## config.mk

```make
export PLATFORM = sky130hd
export DESIGN_NAME = oscillator_trim_search_unit
export DESIGN_NICKNAME = d
export VERILOG_FILES = /design/src/hw/rtl/ots_pkg.sv /design/src/hw/rtl/oscillator_trim_search_unit.sv
export SDC_FILE = /design/constraint.sdc
export NUM_CORES = 1
export LEC_CHECK = 0
export BUFFER_PORTS_ARGS = -buffer_cell sky130_fd_sc_hd__buf_2
export CAP_MARGIN = 25
export CORE_ASPECT_RATIO = 1.1
export CORE_MARGIN = 8
export CORE_UTILIZATION = 58
export DETAILED_ROUTE_END_ITERATION = 8
export GPL_TIMING_DRIVEN = 0
export HOLD_SLACK_MARGIN = 0.05
export PLACE_DENSITY = 0.82
export SETUP_SLACK_MARGIN = 0.15
export SLEW_MARGIN = 20
export SYNTH_ARGS = -nofsm -noshare
export SYNTH_HDL_FRONTEND = slang
export SYNTH_SLANG_ARGS = --single-unit
```

## constraint.sdc

```tcl
create_clock -name aclk -period 4.9 [get_ports aclk]
set_input_delay 0.49 -clock aclk [delete_from_list [all_inputs] [get_ports aclk]]
set_output_delay 0.49 -clock aclk [all_outputs]
set_load 0.02 [all_outputs]
```

## src/hw/rtl/ots_pkg.sv

```systemverilog
package ots_pkg;

    // Fixed field widths of the stream and configuration interfaces.
    localparam int TRIM_W  = 8;
    localparam int FIELD_W = 12;
    localparam int ADDR_W  = 4;
    localparam int DATA_W  = 32;

    // Input tdata: start_trim [7:0], tick_count [19:8], zero pad to 24 bits.
    localparam int S_TDATA_W = 24;
    // Output tdata: trim_value [7:0], trim_write [8], done_res [9],
    // calibrated [10], final_count [22:11], zero pad to 24 bits.
    localparam int M_TDATA_W = 24;

    // Trim limits for the two trim modes.
    localparam logic [TRIM_W-1:0] WIDE_LIMIT   = 8'hFF;
    localparam logic [TRIM_W-1:0] NARROW_LIMIT = 8'h1F;

    // Register reset values.
    localparam logic               WIDE_MODE_RST   = 1'b1;
    localparam logic [FIELD_W-1:0] TARGET_RST      = 12'd1000;
    localparam logic [FIELD_W-1:0] HIGH_BOUND_RST  = 12'd2000;

    // Register indexes (word address paddr[3:2]).
    typedef enum logic [1:0] {
        REG_WIDE_MODE  = 2'd0,
        REG_TARGET     = 2'd1,
        REG_HIGH_BOUND = 2'd2,
        REG_UNUSED     = 2'd3
    } reg_idx_t;

    // Input operation carried in tuser.
    typedef enum logic {
        OP_START   = 1'b0,
        OP_MEASURE = 1'b1
    } op_t;

endpackage

```

## src/hw/rtl/oscillator_trim_search_unit.sv

```systemverilog
// A result beat is registered and appears in the cycle after its input beat is accepted.
// Throughput: one input beat per cycle while the output drains; every beat gives exactly one result beat.
// The whole search step is a single compare/increment/decrement stage in front of the
// output register, so a stalled output only blocks input once that register is full.
// Reset (aresetn low, synchronous) restores the registers to their defaults,
// clears the search record and leaves the block idle with no result pending.
module oscillator_trim_search_unit #(
    parameter int COUNT_WIDTH = 12
) (
    input  logic                                aclk,
    input  logic                                aresetn,

    // Input channel.
    input  logic                                s_axis_tvalid,
    output logic                                s_axis_tready,
    // [7:0] start_trim, [19:8] tick_count, [23:20] zero.
    input  logic [ots_pkg::S_TDATA_W-1:0]       s_axis_tdata,
    // [0] op: 0 starts a search, 1 delivers a measurement.
    input  logic                                s_axis_tuser,

    // Result channel.
    output logic                                m_axis_tvalid,
    input  logic                                m_axis_tready,
    // [7:0] trim_value, [8] trim_write, [9] done_res, [10] calibrated,
    // [22:11] final_count, [23] zero.
    output logic [ots_pkg::M_TDATA_W-1:0]       m_axis_tdata,

    // Configuration port.
    input  logic                                psel,
    input  logic                                penable,
    input  logic                                pwrite,
    input  logic [ots_pkg::ADDR_W-1:0]          paddr,
    input  logic [ots_pkg::DATA_W-1:0]          pwdata,
    output logic [ots_pkg::DATA_W-1:0]          prdata,
    output logic                                pready
);

    // Counts are compared at the wider of the field width and COUNT_WIDTH, so
    // register values beyond the saturation point still compare correctly.
    localparam int CMP_W = (COUNT_WIDTH > ots_pkg::FIELD_W) ? COUNT_WIDTH : ots_pkg::FIELD_W;
    localparam logic [CMP_W-1:0] COUNT_MAX = CMP_W'((64'd1 << COUNT_WIDTH) - 64'd1);

    localparam int TW = ots_pkg::TRIM_W;
    localparam int FW = ots_pkg::FIELD_W;

    // ------------------------------------------------------------------
    // Configuration registers. pready is tied high, so every access cycle
    // completes at once. Reads return the stored register value.
    // ------------------------------------------------------------------
    logic                 wide_mode_reg;
    logic [FW-1:0]        target_reg;
    logic [FW-1:0]        high_bound_reg;
    logic                 cfg_write;
    ots_pkg::reg_idx_t    cfg_idx;

    assign pready    = 1'b1;
    assign cfg_write = psel && penable && pwrite && pready;
    assign cfg_idx   = ots_pkg::reg_idx_t'(paddr[3:2]);

    always_ff @(posedge aclk) begin
        if (!aresetn) begin
            wide_mode_reg  <= ots_pkg::WIDE_MODE_RST;
            target_reg     <= ots_pkg::TARGET_RST;
            high_bound_reg <= ots_pkg::HIGH_BOUND_RST;
        end else if (cfg_write) begin
            unique case (cfg_idx)
                ots_pkg::REG_WIDE_MODE:  wide_mode_reg  <= pwdata[0];
                ots_pkg::REG_TARGET:     target_reg     <= pwdata[FW-1:0];
                ots_pkg::REG_HIGH_BOUND: high_bound_reg <= pwdata[FW-1:0];
                default: ;
            endcase
        end
    end

    always_comb begin
        unique case (cfg_idx)
            ots_pkg::REG_WIDE_MODE:  prdata = {{(ots_pkg::DATA_W-1){1'b0}}, wide_mode_reg};
            ots_pkg::REG_TARGET:     prdata = {{(ots_pkg::DATA_W-FW){1'b0}}, target_reg};
            ots_pkg::REG_HIGH_BOUND: prdata = {{(ots_pkg::DATA_W-FW){1'b0}}, high_bound_reg};
            default:                 prdata = '0;
        endcase
    end

    // ------------------------------------------------------------------
    // Search state.
    // ------------------------------------------------------------------
    logic [TW-1:0]    cur_trim_reg,   cur_trim_next;
    logic [TW-1:0]    orig_trim_reg,  orig_trim_next;
    logic [TW-1:0]    low_trim_reg,   low_trim_next;
    logic [TW-1:0]    high_trim_reg,  high_trim_next;
    logic [CMP_W-1:0] low_best_reg,   low_best_next;
    logic [CMP_W-1:0] high_best_reg,  high_best_next;
    logic [CMP_W-1:0] orig_count_reg, orig_count_next;
    logic             seen_low_reg,   seen_low_next;
    logic             seen_high_reg,  seen_high_next;
    logic             searching_reg,  searching_next;

    // Output register.
    logic             out_valid_reg;
    logic [TW-1:0]    out_trim_reg,   out_trim_next;
    logic             out_write_reg,  out_write_next;
    logic             out_done_reg,   out_done_next;
    logic             out_cal_reg,    out_cal_next;
    logic [FW-1:0]    out_count_reg,  out_count_next;

    // The input is taken whenever the output register is empty or drains now.
    logic             in_accept;
    logic             out_accept;
    assign s_axis_tready = !out_valid_reg || m_axis_tready;
    assign in_accept     = s_axis_tvalid && s_axis_tready;
    assign out_accept    = m_axis_tvalid && m_axis_tready;

    // Decoded input beat.
    ots_pkg::op_t     op;
    logic [TW-1:0]    start_trim;
    logic [CMP_W-1:0] tick_raw;
    logic [CMP_W-1:0] tick_sat;
    logic [TW-1:0]    limit;

    assign op         = ots_pkg::op_t'(s_axis_tuser);
    assign start_trim = s_axis_tdata[TW-1:0];
    assign tick_raw   = CMP_W'(s_axis_tdata[TW+FW-1:TW]);
    assign tick_sat   = (tick_raw > COUNT_MAX) ? COUNT_MAX : tick_raw;
    assign limit      = wide_mode_reg ? ots_pkg::WIDE_LIMIT : ots_pkg::NARROW_LIMIT;

    logic             stepped;
    logic             stop;
    logic [TW-1:0]    pick_trim;
    logic [CMP_W-1:0] pick_count;

    always_comb begin
        cur_trim_next   = cur_trim_reg;
        orig_trim_next  = orig_trim_reg;
        low_trim_next   = low_trim_reg;
        high_trim_next  = high_trim_reg;
        low_best_next   = low_best_reg;
        high_best_next  = high_best_reg;
        orig_count_next = orig_count_reg;
        seen_low_next   = seen_low_reg;
        seen_high_next  = seen_high_reg;
        searching_next  = searching_reg;

        out_trim_next   = cur_trim_reg;
        out_write_next  = 1'b0;
        out_done_next   = 1'b0;
        out_cal_next    = 1'b0;
        out_count_next  = '0;

        stepped    = 1'b0;
        stop       = 1'b0;
        pick_trim  = orig_trim_reg;
        pick_count = orig_count_reg;

        unique case (op)
            ots_pkg::OP_START: begin
                // A new search starts from the given trim, masked to the limit.
                cur_trim_next   = start_trim & limit;
                orig_trim_next  = start_trim & limit;
                low_trim_next   = '0;
                high_trim_next  = '0;
                low_best_next   = '0;
                high_best_next  = CMP_W'(high_bound_reg);
                orig_count_next = '0;
                seen_low_next   = 1'b0;
                seen_high_next  = 1'b0;
                searching_next  = 1'b1;
                out_trim_next   = start_trim & limit;
            end
            ots_pkg::OP_MEASURE: begin
                // A measurement while idle just echoes the present trim.
                if (searching_reg) begin
                    if (cur_trim_reg == orig_trim_reg) begin
                        orig_count_next = tick_sat;
                    end

                    if (tick_sat <= CMP_W'(target_reg)) begin
                        // Oscillator at or below target: a low point.
                        if (tick_sat > low_best_reg) begin
                            low_best_next = tick_sat;
                            low_trim_next = cur_trim_reg;
                            seen_low_next = 1'b1;
                        end
                        if (!seen_high_reg) begin
                            if (cur_trim_reg < limit) begin
                                cur_trim_next = cur_trim_reg + TW'(1);
                                stepped       = 1'b1;
                            end else begin
                                stop = 1'b1;
                            end
                        end
                    end else begin
                        // Oscillator above target: a high point.
                        if (tick_sat < high_best_reg) begin
                            high_best_next = tick_sat;
                            high_trim_next = cur_trim_reg;
                            seen_high_next = 1'b1;
                        end
                        if (!seen_low_reg) begin
                            if (cur_trim_reg == '0) begin
                                stop = 1'b1;
                            end else begin
                                cur_trim_next = cur_trim_reg - TW'(1);
                                stepped       = 1'b1;
                            end
                        end
                    end

                    // Best high point wins, then best low point, then the start.
                    priority if (seen_high_next) begin
                        pick_trim  = high_trim_next;
                        pick_count = high_best_next;
                    end else if (seen_low_next) begin
                        pick_trim  = low_trim_next;
                        pick_count = low_best_next;
                    end else begin
                        pick_trim  = orig_trim_reg;
                        pick_count = orig_count_next;
                    end

                    if (!stop && (cur_trim_next != orig_trim_reg)
                            && !(seen_low_next && seen_high_next)) begin
                        out_trim_next  = cur_trim_next;
                        out_write_next = stepped;
                    end else begin
                        out_trim_next  = pick_trim;
                        out_write_next = (pick_trim != cur_trim_next);
                        out_done_next  = 1'b1;
                        out_cal_next   = seen_high_next || seen_low_next;
                        out_count_next = pick_count[FW-1:0];
                        cur_trim_next  = pick_trim;
                        searching_next = 1'b0;
                    end
                end
            end
            default: ;
        endcase
    end

    always_ff @(posedge aclk) begin
        if (!aresetn) begin
            cur_trim_reg   <= '0;
            orig_trim_reg  <= '0;
            low_trim_reg   <= '0;
            high_trim_reg  <= '0;
            low_best_reg   <= '0;
            high_best_reg  <= CMP_W'(ots_pkg::HIGH_BOUND_RST);
            orig_count_reg <= '0;
            seen_low_reg   <= 1'b0;
            seen_high_reg  <= 1'b0;
            searching_reg  <= 1'b0;
        end else if (in_accept) begin
            cur_trim_reg   <= cur_trim_next;
            orig_trim_reg  <= orig_trim_next;
            low_trim_reg   <= low_trim_next;
            high_trim_reg  <= high_trim_next;
            low_best_reg   <= low_best_next;
            high_best_reg  <= high_best_next;
            orig_count_reg <= orig_count_next;
            seen_low_reg   <= seen_low_next;
            seen_high_reg  <= seen_high_next;
            searching_reg  <= searching_next;
        end
    end

    // Output valid: set by an accepted input beat, cleared when the beat drains.
    always_ff @(posedge aclk) begin
        if (!aresetn) begin
            out_valid_reg <= 1'b0;
        end else if (in_accept) begin
            out_valid_reg <= 1'b1;
        end else if (out_accept) begin
            out_valid_reg <= 1'b0;
        end
    end

    // Result payload needs no reset; it loads with every accepted beat.
    always_ff @(posedge aclk) begin
        if (in_accept) begin
            out_trim_reg  <= out_trim_next;
            out_write_reg <= out_write_next;
            out_done_reg  <= out_done_next;
            out_cal_reg   <= out_cal_next;
            out_count_reg <= out_count_next;
        end
    end

    assign m_axis_tvalid = out_valid_reg;
    assign m_axis_tdata  = {1'b0, out_count_reg, out_cal_reg, out_done_reg,
                            out_write_reg, out_trim_reg};

    // ------------------------------------------------------------------
    // Assertions.
    // ------------------------------------------------------------------
    a_cal_needs_done: assert property (@(posedge aclk) disable iff (!aresetn)
        (m_axis_tvalid && out_cal_reg) |-> out_done_reg)
        else $error("calibrated set on a result that is not done");

    a_count_only_when_done: assert property (@(posedge aclk) disable iff (!aresetn)
        (m_axis_tvalid && !out_done_reg) |-> (out_count_reg == '0))
        else $error("final_count nonzero on a result that is not done");

    a_start_begins_search: assert property (@(posedge aclk) disable iff (!aresetn)
        (in_accept && (op == ots_pkg::OP_START)) |=> (searching_reg && !out_done_reg))
        else $error("start beat did not open a search");

    a_idle_measure_quiet: assert property (@(posedge aclk) disable iff (!aresetn)
        (in_accept && (op == ots_pkg::OP_MEASURE) && !searching_reg)
            |=> (!out_write_reg && !out_done_reg && !searching_reg))
        else $error("measurement while idle changed the trim or finished a search");

    a_done_ends_search: assert property (@(posedge aclk) disable iff (!aresetn)
        (in_accept && out_done_next) |=> !searching_reg)
        else $error("search still running after a done result");

endmodule
```

==> flow_metrics.tcl <==
set metrics [dict create \
    status "complete, no violations" \
    worstPathRequired_ps 5060 \
    drt_iter0_drc 924 \
    clk_latency_ps 430 \
    grt_max_degree 26 \
    ant_nets 0 \
    htreeDepth 4 \
    synth-edff-count 23 \
    crit_chain "inv_1 > ha_1 > a21o_1 > a211oi_2 > and3b_1 > nand4_1 > a221oi_1 > nor3_1 > and4b_1 > nand4_2 > o21ai_4 > buf_4 > mux2i_2 > o21ai_1" \
    slew_headroom_pct 39.1 \
    avgSynthCellArea_um2 8.35 \
    yosysSeqAreaShare_pct 34.0 \
    grt_usage_pct 29.9 \
    area_growth_pct 17.0 \
    synth_top_flop_cell "dfxtp_1" \
    cts_buffers 17 \
    final_cell_mix "dfxtp_1 (97), nand2_1 (94), buf_2 (83), a21oi_1 (64)" \
    hold_path_class "primary input to flop" \
    slew_violations 0 \
    tightestPinTransition_ps 908 \
    max_stage_delay_ps 630 \
    mostFrequentLayoutCell "dfxtp_1" \
    rr_worst_depth 14 \
    grt_overflow 0 \
    startpoint "wide_mode_reg" \
    die-area_mm2 0.0173 \
    period_minus_slack_ps 4530 \
    hold_viol_final 0 \
    setup_viol_count_final 0 \
    min_from "pwdata[4]" \
    max-clock-path-buffers 2 \
    skew_ps 7.15 \
    syn_area_mm2 0.00773 \
    start_util_pct 59.0 \
    rr_startpoint "wide_mode_reg" \
    pin_count 127 \
    synthCells 926 \
    crit_arrival_ps 4700 \
    timing.critical_path.buf_inv 2 \
    tritoncts "done" \
    cap_violations 0 \
    grt_pass1_wl_mm 40.3 \
    clk_pin_slew_ps 60 \
    fin_nets 1157 \
    rsz0062_at_grt "no" \
    dr.pass1.iters 7 \
    hold_ws_ps 283 \
    setup_tns_ps 0 \
    core_area_mm2 0.0131 \
    ys_ff_latch 120 \
    max_freq_mhz 221 \
    antenna_cells 0 \
    leakagePower_nw 3.75 \
    clkSinkCount 120 \
    fin_crit_sh_pct 92.5 \
    crit_fanout 8 \
    yosysWarningCount 0 \
    drc 0 \
    cp.depth 14 \
    critPathCaptureType "flop" \
    vdd_drop_max_v 0.000240 \
    p_per_area_mw_per_mm2 337 \
    slowest_stage "a221oi_1" \
    whs_path_depth 3 \
    grt_antenna_before_repair 0 \
    cp-start-kind "flop" \
    place_hpwl_mm 18.8 \
    ys_async_sr_fraction_pct 0 \
    die_h_um 137 \
    cts_root_buf "clkbuf_16" \
    crit_family "compound AO/OA/AOI/OAI gates" \
    gp_congestion 0.984 \
    portBuffers 77 \
    wl_mm 25.7 \
    yosysUniqueCellTypes 78 \
    path_class "flop to flop" \
    vias_per_cell 6.53 \
    die_w_um 126 \
    drive_gt1_share_pct 16.4 \
    vias 7980 \
    grt_pass1_vias 7931 \
    wl_per_cell_um 21.0 \
    num_rows 44 \
]
## routing by layer
metal / GRT usage, % / vias to the layer above / wire length, µm
met3: 7.13 / 132 / 2240
met1: 33.5 / 3717 / 9570
met4: 21.0 / 0 / 1580
met5: 0 / - / 0
met2: 49.7 / 517 / 12300
li1: - / 3614 / -
## worst paths after layout
kind	end	slack, ps
worst min register to register	target_reg[1]	470
worst max-delay path	out_trim_reg[0]	370
worst max register to register	out_trim_reg[0]	370
worst min-delay path	high_bound_reg[4]	280
## power breakdown
part / leakage, nW / total [mW] / switching, mW / internal (mW)
Clock: 0.280 / 1.25 / 0.473 / 0.776
Sequential: 1.02 / 1.07 / 0.0261 / 1.04
Combinational: 2.45 / 0.728 / 0.459 / 0.269
## per-stage QoR
step	std cells	worst slack (ps)	cell area (µm²)	power, mW	util (%)
detailed placement	1186	166	8420	1.77	64.3
CTS	1218	430	9000	3.01	68.7
floorplan	946	1310	7810	1.57	-
finish	1222	366	9040	3.05	69.0
global route	1222	213	9040	3.15	69.0
global placement	1184	262	8390	1.76	64.1
## area by class of cell
type                       count  area [µm²]
buffer                        83         420
timing repair buffer          83         440
tap                          161         201
clock inverter                11         120
clock buffer                  21         462
sequential                   120        2630
inverter                      50         188
fill                        1097        4060
multi-input combinational    693        4580
## tightest hold or removal path, delay by kind of cell
family                 cells  cell delay, ps
AND/OR/NAND/NOR            2             100
buffers and inverters      1              90
## logic make-up (layout without fill, tap and decap cells)
logic type	Yosys count	in the layout	synth area share [%]
buffers and inverters	133	248	7.85
AOI/OAI and AO/OA	279	279	25.5
other	2	22	0.0971
and+or+nand+nor	305	305	20.3
DFF	120	120	34.0
muxes	24	24	3.11
xor gates and xnor gates	22	22	2.49
adders and majority gates	41	41	6.63
## Yosys cell counts, types with 11 or more instances
master	instances	area (µm²)
o21ai_0	28	140
xor2_1	12	105
inv_1	48	180
edfxtp_1	23	691
nand2_1	94	353
nor2b_1	37	231
mux2i_1	24	240
a22oi_1	41	308
or3_1	13	81.3
and3_1	15	93.8
o22ai_1	28	175
dfxtp_1	97	1940
nor2_1	53	199
a22o_1	11	96.3
nand3_1	27	135
clkbuf_1	51	191
buf_4	25	188
nor3_1	16	80.1
a31oi_1	13	81.3
ha_1	41	513
a21oi_1	64	320
## what timing repair did
action / 4_1_cts / 5_1_grt
endpoints found under the setup margin: 0 / 10
hold buffers: 0 / 0
resized for setup: 0 / 3
buffers inserted: 0 / 4
endpoints found under the hold margin: 0 / 0
Power figures use the tool's default switching activity.
